<file path="src/hdl/ata_san_pkg.sv">
// Package for the ATA sanitize state machine: codes, constants, the queued
// request type, the result type and the configuration register set.
// No dependencies; used by every module of the block.
`default_nettype none

package ata_san_pkg;

   // request opcodes
   localparam logic [1:0] OP_COMMAND    = 2'd0;
   localparam logic [1:0] OP_CHUNK_DONE = 2'd1;
   localparam logic [1:0] OP_TICK       = 2'd2;

   // sanitize feature codes
   localparam logic [15:0] FEAT_STATUS      = 16'h0000;
   localparam logic [15:0] FEAT_CRYPTO      = 16'h0011;
   localparam logic [15:0] FEAT_BLOCK_ERASE = 16'h0012;
   localparam logic [15:0] FEAT_OVERWRITE   = 16'h0014;
   localparam logic [15:0] FEAT_FREEZE      = 16'h0020;
   localparam logic [15:0] FEAT_ANTIFREEZE  = 16'h0040;

   // command signatures carried in the LBA field
   localparam logic [31:0] SIG_BLOCK_ERASE = 32'h426B4572;
   localparam logic [31:0] SIG_FREEZE_LOCK = 32'h46724C6B;

   // support mask bits
   localparam logic [3:0] SUP_CRYPTO      = 4'b0001;
   localparam logic [3:0] SUP_BLOCK_ERASE = 4'b0010;
   localparam logic [3:0] SUP_OVERWRITE   = 4'b0100;
   localparam logic [3:0] SUP_ANTIFREEZE  = 4'b1000;

   // abort reasons
   localparam logic [7:0] REASON_NOT_REPORTED = 8'd0;
   localparam logic [7:0] REASON_FAILED       = 8'd1;
   localparam logic [7:0] REASON_INVALID      = 8'd2;
   localparam logic [7:0] REASON_FROZEN       = 8'd3;

   // configuration register indexes
   localparam logic [1:0] CSR_MAX_LBA      = 2'd0;
   localparam logic [1:0] CSR_CHUNK_SIZE   = 2'd1;
   localparam logic [1:0] CSR_SUPPORT_MASK = 2'd2;
   localparam logic [1:0] CSR_TICK_GAP     = 2'd3;

   localparam logic [31:0] RST_MAX_LBA    = 32'd0;
   localparam logic [31:0] RST_CHUNK_SIZE = 32'h0001_0000;
   localparam logic [3:0]  RST_SUPPORT    = 4'd0;
   localparam logic [15:0] RST_TICK_GAP   = 16'd10;

   localparam logic [15:0] PROG_DONE = 16'hFFFF;
   localparam logic [15:0] TICK_MAX  = 16'hFFFF;

   // queue between front and back
   localparam int Q_DEPTH = 2;
   localparam int Q_PTR_W = (Q_DEPTH > 1) ? $clog2(Q_DEPTH) : 1;
   localparam int Q_CNT_W = $clog2(Q_DEPTH + 1);

   typedef enum logic [2:0] {
      SD0, SD1, SD2, SD3, SD4
   } sd_state_type;

   typedef enum logic [2:0] {
      KIND_NONE,
      KIND_STATUS,
      KIND_SIMPLE,
      KIND_BLOCK_ERASE,
      KIND_FREEZE,
      KIND_INVALID,
      KIND_CHUNK_DONE,
      KIND_TICK
   } item_kind_type;

   typedef enum logic [1:0] {
      RES_NONE    = 2'd0,
      RES_SUCCESS = 2'd1,
      RES_ABORT   = 2'd2
   } cmd_result_type;

   typedef struct packed {
      item_kind_type kind;
      logic [3:0]    need_mask;
      logic          key_ok;
      logic          clear_fail;
      logic          fail_mode;
      logic          chunk_failed;
   } item_type;

   typedef struct packed {
      cmd_result_type command_result;
      logic [7:0]     return_low;
      logic [7:0]     return_mid;
      logic [7:0]     sanitize_flags;
      logic           erase_issue;
      logic [31:0]    erase_start;
      logic [31:0]    erase_size;
      logic           auto_reply_enable;
      logic           save_request;
   } result_type;

   typedef struct packed {
      logic [31:0] max_lba;
      logic [31:0] chunk_size;
      logic [3:0]  support_mask;
      logic [15:0] tick_gap;
   } cfg_type;

endpackage

`default_nettype wire

</file>
<file path="src/hdl/ata_san_front.sv">
// Front stage: accepts requests, decodes opcode and feature code into a
// compact item and holds it in a register. Depends on ata_san_pkg.
`default_nettype none

module ata_san_front
   import ata_san_pkg::*;
(
   input  wire logic        clock,
   input  wire logic        reset,
   input  wire logic        req_valid,
   output logic             req_ready,
   input  wire logic [1:0]  req_opcode,
   input  wire logic [15:0] req_feature,
   input  wire logic [31:0] req_key,
   input  wire logic [7:0]  req_count_bits,
   input  wire logic        req_security_locked,
   input  wire logic        req_chunk_failed,
   output logic             out_valid,
   input  wire logic        out_ready,
   output item_type         out_item
);

   logic     valid_ff, valid_in;
   item_type item_ff, item_in;
   logic     take;

   assign req_ready = !valid_ff || out_ready;
   assign take      = req_valid && req_ready;

   always_comb begin
      item_in              = '0;
      item_in.kind         = KIND_NONE;
      item_in.clear_fail   = req_count_bits[0];
      item_in.fail_mode    = req_count_bits[4];
      item_in.chunk_failed = req_chunk_failed;
      unique case (req_opcode)
         OP_COMMAND: begin
            if (req_security_locked && req_feature != FEAT_STATUS) begin
               item_in.kind = KIND_INVALID;
            end else begin
               unique case (req_feature)
                  FEAT_STATUS: item_in.kind = KIND_STATUS;
                  FEAT_CRYPTO: begin
                     item_in.kind      = KIND_SIMPLE;
                     item_in.need_mask = SUP_CRYPTO;
                  end
                  FEAT_BLOCK_ERASE: begin
                     item_in.kind   = KIND_BLOCK_ERASE;
                     item_in.key_ok = (req_key == SIG_BLOCK_ERASE);
                  end
                  FEAT_OVERWRITE: begin
                     item_in.kind      = KIND_SIMPLE;
                     item_in.need_mask = SUP_OVERWRITE;
                  end
                  FEAT_FREEZE: begin
                     item_in.kind   = KIND_FREEZE;
                     item_in.key_ok = (req_key == SIG_FREEZE_LOCK);
                  end
                  FEAT_ANTIFREEZE: begin
                     item_in.kind      = KIND_SIMPLE;
                     item_in.need_mask = SUP_ANTIFREEZE;
                  end
                  default: item_in.kind = KIND_INVALID;
               endcase
            end
         end
         OP_CHUNK_DONE: item_in.kind = KIND_CHUNK_DONE;
         OP_TICK:       item_in.kind = KIND_TICK;
         default:       item_in.kind = KIND_NONE;
      endcase
   end

   always_comb begin
      valid_in = valid_ff;
      if (take) begin
         valid_in = 1'b1;
      end else if (out_ready) begin
         valid_in = 1'b0;
      end
   end

   always_ff @(posedge clock) begin
      if (reset) begin
         valid_ff <= 1'b0;
      end else begin
         valid_ff <= valid_in;
      end
   end

   always_ff @(posedge clock) begin
      if (take) begin
         item_ff <= item_in;
      end
   end

   assign out_valid = valid_ff;
   assign out_item  = item_ff;

endmodule

`default_nettype wire

</file>
<file path="src/hdl/ata_san_fifo.sv">
// Short queue of decoded items between the front and back stages.
// Depth from ata_san_pkg::Q_DEPTH. Depends on ata_san_pkg.
`default_nettype none

module ata_san_fifo
   import ata_san_pkg::*;
(
   input  wire logic     clock,
   input  wire logic     reset,
   input  wire logic     push_valid,
   output logic          push_ready,
   input  wire item_type push_item,
   output logic          pop_valid,
   input  wire logic     pop_ready,
   output item_type      pop_item
);

   item_type             slot_ff [Q_DEPTH];
   logic [Q_PTR_W-1:0]   wr_ptr_ff, wr_ptr_in;
   logic [Q_PTR_W-1:0]   rd_ptr_ff, rd_ptr_in;
   logic [Q_CNT_W-1:0]   count_ff, count_in;
   logic                 push, pop;

   assign push_ready = (count_ff != Q_CNT_W'(Q_DEPTH));
   assign pop_valid  = (count_ff != '0);
   assign push       = push_valid && push_ready;
   assign pop        = pop_valid && pop_ready;
   assign pop_item   = slot_ff[rd_ptr_ff];

   always_comb begin
      wr_ptr_in = wr_ptr_ff;
      rd_ptr_in = rd_ptr_ff;
      count_in  = count_ff;
      if (push) begin
         wr_ptr_in = (wr_ptr_ff == Q_PTR_W'(Q_DEPTH - 1)) ? '0 : wr_ptr_ff + 1'b1;
      end
      if (pop) begin
         rd_ptr_in = (rd_ptr_ff == Q_PTR_W'(Q_DEPTH - 1)) ? '0 : rd_ptr_ff + 1'b1;
      end
      if (push && !pop) begin
         count_in = count_ff + 1'b1;
      end else if (pop && !push) begin
         count_in = count_ff - 1'b1;
      end
   end

   always_ff @(posedge clock) begin
      if (reset) begin
         wr_ptr_ff <= '0;
         rd_ptr_ff <= '0;
         count_ff  <= '0;
      end else begin
         wr_ptr_ff <= wr_ptr_in;
         rd_ptr_ff <= rd_ptr_in;
         count_ff  <= count_in;
      end
   end

   always_ff @(posedge clock) begin
      if (push) begin
         slot_ff[wr_ptr_ff] <= push_item;
      end
   end

endmodule

`default_nettype wire

</file>
<file path="src/hdl/ata_san_back.sv">
// Back stage: sanitize state machine (SD0..SD4), erase chunk scheduling and
// the registered result. Depends on ata_san_pkg.
`default_nettype none

module ata_san_back
   import ata_san_pkg::*;
(
   input  wire logic     clock,
   input  wire logic     reset,
   input  wire cfg_type  cfg,
   input  wire logic     in_valid,
   output logic          in_ready,
   input  wire item_type in_item,
   output logic          rsp_valid,
   input  wire logic     rsp_ready,
   output result_type    rsp_result
);

   sd_state_type state_ff, state_in;
   logic [15:0]  progress_ff, progress_in;
   logic         fail_mode_ff, fail_mode_in;
   logic         done_ok_ff, done_ok_in;
   logic         pending_ff, pending_in;
   logic [31:0]  chunk_start_ff, chunk_start_in;
   logic [31:0]  chunk_len_ff, chunk_len_in;
   logic [15:0]  tick_ff, tick_in;
   logic         auto_ff, auto_in;
   logic         valid_ff, valid_in;
   result_type   result_ff, result_in;

   logic         take;
   logic [47:0]  start_prod;
   logic [48:0]  start_end;
   logic [32:0]  chunk_end;

   assign in_ready = !valid_ff || rsp_ready;
   assign take     = in_valid && in_ready;

   // next chunk start and the ends used for clipping / completion
   assign start_prod = progress_ff * cfg.chunk_size;
   assign start_end  = {1'b0, start_prod} + {17'b0, cfg.chunk_size};
   assign chunk_end  = {1'b0, chunk_start_ff} + {1'b0, chunk_len_ff};

   always_comb begin
      state_in       = state_ff;
      progress_in    = progress_ff;
      fail_mode_in   = fail_mode_ff;
      done_ok_in     = done_ok_ff;
      pending_in     = pending_ff;
      chunk_start_in = chunk_start_ff;
      chunk_len_in   = chunk_len_ff;
      tick_in        = tick_ff;
      auto_in        = auto_ff;
      result_in                = '0;
      result_in.command_result = RES_NONE;
      if (take) begin
         unique case (in_item.kind)
            KIND_STATUS: begin
               if (in_item.clear_fail && !fail_mode_ff) begin
                  result_in.command_result = RES_ABORT;
                  result_in.return_low     = REASON_NOT_REPORTED;
               end else if (state_ff == SD3 && !in_item.clear_fail) begin
                  result_in.command_result = RES_ABORT;
                  result_in.return_low     = REASON_FAILED;
               end else begin
                  result_in.command_result = RES_SUCCESS;
                  result_in.return_low     = 8'hFF;
                  result_in.return_mid     = 8'hFF;
                  result_in.sanitize_flags = {done_ok_ff, 7'b0};
                  if (state_ff == SD2) begin
                     result_in.return_low        = progress_ff[7:0];
                     result_in.return_mid        = progress_ff[15:8];
                     result_in.sanitize_flags[6] = 1'b1;
                  end else if (state_ff == SD1) begin
                     result_in.sanitize_flags[5] = 1'b1;
                  end else if (state_ff == SD3) begin
                     state_in                = SD0;
                     result_in.save_request  = 1'b1;
                  end
               end
            end
            KIND_SIMPLE: begin
               if ((cfg.support_mask & in_item.need_mask) == '0) begin
                  result_in.command_result = RES_ABORT;
                  result_in.return_low     = REASON_INVALID;
               end else if (state_ff == SD1) begin
                  result_in.command_result = RES_ABORT;
                  result_in.return_low     = REASON_FROZEN;
               end else begin
                  result_in.command_result = RES_SUCCESS;
               end
            end
            KIND_BLOCK_ERASE: begin
               result_in.command_result = RES_ABORT;
               if ((cfg.support_mask & SUP_BLOCK_ERASE) == '0) begin
                  result_in.return_low = REASON_INVALID;
               end else if (state_ff == SD1) begin
                  result_in.return_low = REASON_FROZEN;
               end else if (!in_item.key_ok || state_ff == SD2) begin
                  result_in.return_low = REASON_NOT_REPORTED;
               end else if ((state_ff == SD3 || state_ff == SD4) && !fail_mode_ff &&
                            in_item.fail_mode) begin
                  // failure mode cannot be raised after a completed or failed run
                  result_in.return_low = REASON_NOT_REPORTED;
               end else begin
                  result_in.command_result = RES_SUCCESS;
                  fail_mode_in             = in_item.fail_mode;
                  state_in                 = SD2;
                  done_ok_in               = 1'b0;
                  progress_in              = '0;
                  auto_in                  = 1'b0;
                  result_in.save_request   = 1'b1;
               end
            end
            KIND_FREEZE: begin
               if (!in_item.key_ok || state_ff == SD1) begin
                  result_in.command_result = RES_ABORT;
                  result_in.return_low     = REASON_NOT_REPORTED;
               end else begin
                  result_in.command_result = RES_SUCCESS;
                  state_in                 = SD1;
                  result_in.save_request   = 1'b1;
               end
            end
            KIND_INVALID: begin
               result_in.command_result = RES_ABORT;
               result_in.return_low     = REASON_INVALID;
            end
            KIND_CHUNK_DONE: begin
               if (pending_ff) begin
                  pending_in             = 1'b0;
                  result_in.save_request = 1'b1;
                  if (in_item.chunk_failed) begin
                     state_in    = SD3;
                     auto_in     = 1'b1;
                     progress_in = PROG_DONE;
                  end else begin
                     // after a freeze lock the progress stays put
                     if (state_ff == SD2) begin
                        if (chunk_end < {1'b0, cfg.max_lba}) begin
                           progress_in = progress_ff + 16'd1;
                        end else begin
                           progress_in = PROG_DONE;
                        end
                     end
                     if (progress_in == PROG_DONE) begin
                        state_in   = SD4;
                        auto_in    = 1'b1;
                        done_ok_in = 1'b1;
                     end
                  end
               end
            end
            KIND_TICK: begin
               if (state_ff == SD2 && !pending_ff && tick_ff >= cfg.tick_gap) begin
                  if (start_prod >= {16'b0, cfg.max_lba}) begin
                     chunk_start_in = cfg.max_lba;
                     chunk_len_in   = '0;
                  end else if (start_end > {17'b0, cfg.max_lba}) begin
                     chunk_start_in = start_prod[31:0];
                     chunk_len_in   = cfg.max_lba - start_prod[31:0];
                  end else begin
                     chunk_start_in = start_prod[31:0];
                     chunk_len_in   = cfg.chunk_size;
                  end
                  pending_in            = 1'b1;
                  tick_in               = 16'd1;  // cleared, then counts this tick
                  result_in.erase_issue = 1'b1;
                  result_in.erase_start = chunk_start_in;
                  result_in.erase_size  = chunk_len_in;
               end else if (tick_ff != TICK_MAX) begin
                  tick_in = tick_ff + 16'd1;
               end
            end
            KIND_NONE: ;
            default: ;
         endcase
      end
      result_in.auto_reply_enable = auto_in;
   end

   always_comb begin
      valid_in = valid_ff;
      if (take) begin
         valid_in = 1'b1;
      end else if (rsp_ready) begin
         valid_in = 1'b0;
      end
   end

   always_ff @(posedge clock) begin
      if (reset) begin
         state_ff       <= SD0;
         progress_ff    <= '0;
         fail_mode_ff   <= 1'b0;
         done_ok_ff     <= 1'b0;
         pending_ff     <= 1'b0;
         chunk_start_ff <= '0;
         chunk_len_ff   <= '0;
         tick_ff        <= '0;
         auto_ff        <= 1'b0;
         valid_ff       <= 1'b0;
      end else begin
         state_ff       <= state_in;
         progress_ff    <= progress_in;
         fail_mode_ff   <= fail_mode_in;
         done_ok_ff     <= done_ok_in;
         pending_ff     <= pending_in;
         chunk_start_ff <= chunk_start_in;
         chunk_len_ff   <= chunk_len_in;
         tick_ff        <= tick_in;
         auto_ff        <= auto_in;
         valid_ff       <= valid_in;
      end
   end

   always_ff @(posedge clock) begin
      if (take) begin
         result_ff <= result_in;
      end
   end

   assign rsp_valid  = valid_ff;
   assign rsp_result = result_ff;

endmodule

`default_nettype wire

</file>
<file path="src/hdl/ata_sanitize_state_machine.sv">
// Top level of the ATA sanitize state machine: configuration registers,
// front decode stage, item queue and back execution stage.
// Depends on ata_san_pkg, ata_san_front, ata_san_fifo, ata_san_back.
//
//   channel  | handshake             | payload
//   ---------+-----------------------+---------------------------------------
//   req_     | req_valid / req_ready | opcode, feature, key, count_bits, ...
//   rsp_     | rsp_valid / rsp_ready | command_result ... save_request
//   csr_     | csr_valid / csr_ready | csr_index, csr_data (always ready)
//
// One request per cycle sustained while rsp_ready stays high; rsp_valid rises
// once an accepted request has passed the front register, queue slot and back
// result register. The back stage cycle holds the 16x32 chunk start multiply
// and its clip compares. Reset is synchronous; no clearing pass. A stalled
// rsp_ side fills the result register, then the queue, then the front
// register, before req_ready drops.
`default_nettype none

module ata_sanitize_state_machine
   import ata_san_pkg::*;
(
   input  wire logic        clock,
   input  wire logic        reset,
   input  wire logic        req_valid,
   output logic             req_ready,
   input  wire logic [1:0]  req_opcode,
   input  wire logic [15:0] req_feature,
   input  wire logic [31:0] req_key,
   input  wire logic [7:0]  req_count_bits,
   input  wire logic        req_security_locked,
   input  wire logic        req_chunk_failed,
   output logic             rsp_valid,
   input  wire logic        rsp_ready,
   output logic [1:0]       rsp_command_result,
   output logic [7:0]       rsp_return_low,
   output logic [7:0]       rsp_return_mid,
   output logic [7:0]       rsp_sanitize_flags,
   output logic             rsp_erase_issue,
   output logic [31:0]      rsp_erase_start,
   output logic [31:0]      rsp_erase_size,
   output logic             rsp_auto_reply_enable,
   output logic             rsp_save_request,
   input  wire logic        csr_valid,
   output logic             csr_ready,
   input  wire logic [1:0]  csr_index,
   input  wire logic [31:0] csr_data
);

   cfg_type    cfg_ff, cfg_in;
   logic       front_valid, front_ready;
   item_type   front_item;
   logic       queue_valid, queue_ready;
   item_type   queue_item;
   result_type result;

   assign csr_ready = 1'b1;

   always_comb begin
      cfg_in = cfg_ff;
      if (csr_valid && csr_ready) begin
         unique case (csr_index)
            CSR_MAX_LBA:      cfg_in.max_lba      = csr_data;
            CSR_CHUNK_SIZE:   cfg_in.chunk_size   = csr_data;
            CSR_SUPPORT_MASK: cfg_in.support_mask = csr_data[3:0];
            CSR_TICK_GAP:     cfg_in.tick_gap     = csr_data[15:0];
            default: ;
         endcase
      end
   end

   always_ff @(posedge clock) begin
      if (reset) begin
         cfg_ff.max_lba      <= RST_MAX_LBA;
         cfg_ff.chunk_size   <= RST_CHUNK_SIZE;
         cfg_ff.support_mask <= RST_SUPPORT;
         cfg_ff.tick_gap     <= RST_TICK_GAP;
      end else begin
         cfg_ff <= cfg_in;
      end
   end

   ata_san_front u_front (
      .clock               (clock),
      .reset               (reset),
      .req_valid           (req_valid),
      .req_ready           (req_ready),
      .req_opcode          (req_opcode),
      .req_feature         (req_feature),
      .req_key             (req_key),
      .req_count_bits      (req_count_bits),
      .req_security_locked (req_security_locked),
      .req_chunk_failed    (req_chunk_failed),
      .out_valid           (front_valid),
      .out_ready           (front_ready),
      .out_item            (front_item)
   );

   ata_san_fifo u_fifo (
      .clock      (clock),
      .reset      (reset),
      .push_valid (front_valid),
      .push_ready (front_ready),
      .push_item  (front_item),
      .pop_valid  (queue_valid),
      .pop_ready  (queue_ready),
      .pop_item   (queue_item)
   );

   ata_san_back u_back (
      .clock      (clock),
      .reset      (reset),
      .cfg        (cfg_ff),
      .in_valid   (queue_valid),
      .in_ready   (queue_ready),
      .in_item    (queue_item),
      .rsp_valid  (rsp_valid),
      .rsp_ready  (rsp_ready),
      .rsp_result (result)
   );

   assign rsp_command_result    = result.command_result;
   assign rsp_return_low        = result.return_low;
   assign rsp_return_mid        = result.return_mid;
   assign rsp_sanitize_flags    = result.sanitize_flags;
   assign rsp_erase_issue       = result.erase_issue;
   assign rsp_erase_start       = result.erase_start;
   assign rsp_erase_size        = result.erase_size;
   assign rsp_auto_reply_enable = result.auto_reply_enable;
   assign rsp_save_request      = result.save_request;

`ifndef NO_ASSERTIONS
   // an issued chunk comes from a tick, never from a command
   a_issue_not_command : assert property (@(posedge clock) disable iff (reset)
      (rsp_valid && rsp_erase_issue) |-> (rsp_command_result == RES_NONE))
      else $error("erase chunk issued on a command response");

   // aborts carry a reason only
   a_abort_clean : assert property (@(posedge clock) disable iff (reset)
      (rsp_valid && rsp_command_result == RES_ABORT) |->
      (rsp_return_mid == 8'd0 && rsp_sanitize_flags == 8'd0 && !rsp_erase_issue))
      else $error("abort response carries progress or flags");

   // a clipped chunk never runs past the end of the user area
   a_chunk_in_range : assert property (@(posedge clock) disable iff (reset)
      (rsp_valid && rsp_erase_issue) |->
      (({1'b0, rsp_erase_start} + {1'b0, rsp_erase_size}) <= {1'b0, cfg_ff.max_lba}))
      else $error("erase chunk beyond max LBA");
`endif

endmodule

`default_nettype wire

</file>
<file path="config.mk">
export PLATFORM = sky130hd
export DESIGN_NAME = ata_sanitize_state_machine
export DESIGN_NICKNAME = d
export VERILOG_FILES = /design/src/hdl/ata_san_pkg.sv /design/src/hdl/ata_san_front.sv /design/src/hdl/ata_san_fifo.sv /design/src/hdl/ata_san_back.sv /design/src/hdl/ata_sanitize_state_machine.sv
export SDC_FILE = /design/constraint.sdc
export NUM_CORES = 2
export LEC_CHECK = 0
export ABC_AREA = 1
export BUFFER_PORTS_ARGS = -buffer_cell sky130_fd_sc_hd__buf_2
export CORE_UTILIZATION = 40
export CTS_BUF_LIST = sky130_fd_sc_hd__clkbuf_16
export CTS_CLUSTER_SIZE = 20
export DETAILED_ROUTE_END_ITERATION = 8
export PLACE_DENSITY = 0.61
export SLEW_MARGIN = 20
export SYNTH_ARGS = -nofsm -noshare
export SYNTH_HDL_FRONTEND = slang
export SYNTH_SLANG_ARGS = --single-unit
</file>
<file path="constraint.sdc">
create_clock -name clock -period 11.2 [get_ports clock]
set_input_delay 2.8 -clock clock [delete_from_list [all_inputs] [get_ports clock]]
set_output_delay 2.8 -clock clock [all_outputs]
set_load 0.03 [all_outputs]
</file>
==> reports/results.env <==
STATUS='completed'
GRT_PASS1_WL_MM=185
POWER.COMBINATIONAL.FRACTION=0.484
DIE_X_UM=313
ANTENNA_FOUND_INITIAL=23
MAX_CLOCK_FREQ_MHz=99.0
PLACE_WORST_SETUP_SLACK_NS=1.28
CTS.PATH.MAX_BUFFERS=3
PWR-SHARE-SEQ=0.284
UNREPAIRED_SETUP_ENDPOINTS_AFTER_GLOBAL_ROUTING='false'
NUM-NETS-FINAL=6256
DETAIL_ROUTE.WL_PER_CELL_UM=17.3
MAXCAPVIOLCOUNT=0
HPWLAFTERDP_MM=96.6
FLOORPLAN.CORE_AREA_SQ_UM=95400
WORST-R2R-SETUP-SLACK_NS=1.10
ROUTE.VIAS.TOTAL=33800
CTS_SETUP_BUFFERS=0
CLOCKPOWERSHARE=0.232
FINALHOLDWORSTSLACK_NS=0.444
FIRSTDRTPASSITERS=6
POWER.STATIC_LEAKAGE_nW=22.2
PLACE.DETAILED.INSTANCES=6632
TIMING_HOLD_VIOLATIONS_FINAL=0
CRITICAL_PATH_ARRIVAL_NS=10.39
LAYOUT_WORST_PATH_CYCLE_SHARE=0.902
AVGSYNTHCELLAREA_SQ_UM=7.29
PORT_BUFFERS=182
GRTUSAGETOTAL=0.239
GLOBAL_ROUTE.OVERFLOW_TOTAL=0
FINAL_LAYOUT_SIZE_SUFFIX_GT1_FRAC=0.0830
YS.FLOP_TYPE='sky130_fd_sc_hd__dfxtp_1'
DRT-VIAS-PER-INSTANCE=5.05
WORSTSETUPPATHTYPE='reg2reg'
SYNTH.LIB_CELLS_USED.DISTINCT=59
CRIT_PATH_START_KIND='flop'
SETUP_TOTAL_NEGATIVE_SLACK_NS=0
DIE_HEIGHT_UM=313
YS_SEQ_ELEMENTS=312
POST_LAYOUT_NONFILLER_INSTANCES=6701
PLACEMENT.CELL_AREA_SQ_UM=41000
DIE_AREA_SQ_UM=97900
START_UTIL=0.405
DETAIL_ROUTE.DRC_VIOLATIONS=0
CTS_HOLD_REPAIR.BUFFERS=0
FINCLKSKEW_NS=0.0305
CRITICAL_PATH.ENDPOINT_TYPE='flop'
POST-SYNTH-TOP-COUNT-CELL='sky130_fd_sc_hd__nand2_1'
POST_SYNTH_INST_COUNT=5300
DRTANTENNAVIOLNETS=0
NUM_ROWS=113
POWER.NET_SWITCHING_mW=2.54
SYN_AREA_SQ_UM=38700
SYNTH_TOP_AREA_FRAC=0.218
P_SW_FRAC=0.476
POST_CTS.RESIZED_INSTANCES=0
FINALWORSTPATHREQUIREDPERIOD_NS=10.10
UTILIZATION=0.443
SYN2LAYOUT_AREA_GROWTH_PCT=9.30
POWER.IR.VDD_WORST_uV=198
SYNTH_TOP_CELLS_BY_AREA='sky130_fd_sc_hd__fa_1 (22%), sky130_fd_sc_hd__nand2_1 (13%), sky130_fd_sc_hd__ha_1 (11%)'
SYNTH.CELLS.MOST_FREQUENT='sky130_fd_sc_hd__nand2_1 (1351), sky130_fd_sc_hd__inv_1 (1077), sky130_fd_sc_hd__fa_1 (421), sky130_fd_sc_hd__ha_1 (331), sky130_fd_sc_hd__nor2_1 (325)'
FINALSETUPVIOLATIONS=0
P_INT_mW=2.80
TIMING.HOLD.WORST.CLASS='reg2reg'
GRT_PASS1_VIAS=33400
PATH_MAX_FANOUT=32
YOSYSSEQAREASHARE=0.192
YS_ASYNC_SR_FRACTION=0
CLOCK_TREE_FROM_TRITONCTS='done'
MAX_STAGE_DELAY_NS=0.83
SYNTH.YOSYS.WARNINGS=0
FILLER_CELL_COUNT=9737
CLOCK-ROOT-BUFFER='sky130_fd_sc_hd__clkbuf_16'
CLOCK_LATENCY_NS=0.58
CLOCK_SINK_COUNT=312
FINAL_MAX_SLEW_VIOL_COUNT=0
DRC_MARKER_COUNT_FROM_THE_FIRST_DETAILED_ROUTE_ITERATION=2302
DESIGN_POWER_TOTAL_mW=5.34
POST-ROUTE-CELL-AREA_SQ_UM=42300
CRITICAL_PATH_REQUIRED_NS=11.49
NUMBER_OF_FLOPS_MAPPED_TO_ENABLE_CELLS_BY_YOSYS=118
CLK_PIN_SLEW_NS=0.07
GRT_MAX_DEGREE=92
CLOCK_BUFFER_COUNT_FROM_CTS=36
POWER_DENSITY_nW_PER_UM2=126
GLOBALPLACE.CONGESTION=0.968
TIMING_WORST_SLEW_PIN_VALUE_NS=1.06
IOPINCOUNT=195
TOTAL_ROUTED_LENGTH_MM=116
CTS_MAX_LEVEL=2
LAYOUT_SETUP_WS_NS=1.10
SLEW_HEADROOM=0.294
CRITPATHSLOWESTCELL='sky130_fd_sc_hd__dfxtp_1'
YOSYSTOPAREACELL='sky130_fd_sc_hd__fa_1'
final cells by class:
type | instances | area (sq um) | area share
repair buffers | 279 | 1650 | 0.0391
inverters | 1106 | 4150 | 0.0982
flip-flops and latches | 312 | 7430 | 0.176
clock inverters | 28 | 267 | 0.00631
well taps | 1265 | 1580 | 0.0375
diodes | 3 | 7.51 | 0.000178
clock buffers | 38 | 951 | 0.0225
multi-input cells | 3670 | 26200 | 0.620
cell families after synthesis:
family | synth area share
AND/OR/NAND/NOR | 0.227
buffers and inverters | 0.131
adder cells (fa/ha/maj) | 0.325
AO/OA/AOI/OAI | 0.0944
flip-flops | 0.192
XOR/XNOR | 0.0304
multiplexers | 0.000777
other | 0.000194
worst paths after layout:
check	endpoint	from	depth (start not counted)
setup / recovery	u_back.rsp_result[4]	u_back.progress_ff[15]	36
hold / removal	u_fifo.slot_ff[1][7]	u_front.out_item[7]	0
setup reg to reg	u_back.rsp_result[4]	u_back.progress_ff[15]	36
hold reg to reg	u_fifo.slot_ff[1][7]	u_front.out_item[7]	0
critical path, delay by kind of cell (launching register included):
kind	cells	cell delay, ns
adders and majority gates	9	4.30
buffers and inverters	5	0.85
AOI/OAI and AO/OA	3	0.75
and+or+nand+nor	17	2.39
DFF	1	0.83
xor gates and xnor gates	2	0.60
cells in the final DEF (no fill, tap or decap), types with 9 or more instances in the layout:
| cell | count |
|---|---|
| sky130_fd_sc_hd__a211oi_1 | 10 |
| sky130_fd_sc_hd__a21o_1 | 10 |
| sky130_fd_sc_hd__a21oi_1 | 320 |
| sky130_fd_sc_hd__a31oi_1 | 24 |
| sky130_fd_sc_hd__buf_2 | 182 |
| sky130_fd_sc_hd__buf_4 | 96 |
| sky130_fd_sc_hd__clkbuf_16 | 38 |
| sky130_fd_sc_hd__clkinv_1 | 9 |
| sky130_fd_sc_hd__dfxtp_1 | 193 |
| sky130_fd_sc_hd__edfxtp_1 | 118 |
| sky130_fd_sc_hd__fa_1 | 421 |
| sky130_fd_sc_hd__ha_1 | 331 |
| sky130_fd_sc_hd__inv_1 | 1080 |
| sky130_fd_sc_hd__inv_2 | 23 |
| sky130_fd_sc_hd__nand2_1 | 1350 |
| sky130_fd_sc_hd__nand2_2 | 48 |
| sky130_fd_sc_hd__nand3_1 | 150 |
| sky130_fd_sc_hd__nand4_1 | 110 |
| sky130_fd_sc_hd__nor2_1 | 324 |
| sky130_fd_sc_hd__nor2_2 | 20 |
| sky130_fd_sc_hd__nor3_1 | 41 |
| sky130_fd_sc_hd__nor4_1 | 14 |
| sky130_fd_sc_hd__o21a_1 | 17 |
| sky130_fd_sc_hd__o21ai_0 | 241 |
| sky130_fd_sc_hd__o21ai_1 | 13 |
| sky130_fd_sc_hd__o21bai_1 | 14 |
| sky130_fd_sc_hd__xnor2_1 | 46 |
| sky130_fd_sc_hd__xor2_1 | 88 |
per-layer routing:
| layer | GRT usage | share of wire |
|---|---|---|
| met5 | 0 | 0.00089 |
| met4 | 0.0696 | 0.031 |
| met3 | 0.0345 | 0.063 |
| met2 | 0.405 | 0.47 |
| met1 | 0.315 | 0.44 |
registers in the layout (all words and copies together), names as in the netlist, 2 cells and up, named ones only:
register               flops
u_back.state_ff            3
u_back.rsp_result         88
u_back.chunk_start_ff     32
u_back.chunk_len_ff       32
u_fifo.count_ff            2
u_back.tick_ff            16
u_back.progress_ff        16
u_front.out_item          10
cfg_ff                    84
u_fifo.slot_ff            20
power by group through the flow:
stage               Clock [mW]  Sequential, mW  Combinational, mW
floorplan                    0            1.85               1.44
global placement             0            1.54               2.56
finish                    1.24            1.51               2.59
detailed placement           0            1.54               2.57
CTS                       1.26            1.52               2.58
global route              1.30            1.54               2.80
Power figures use the tool's default switching activity.
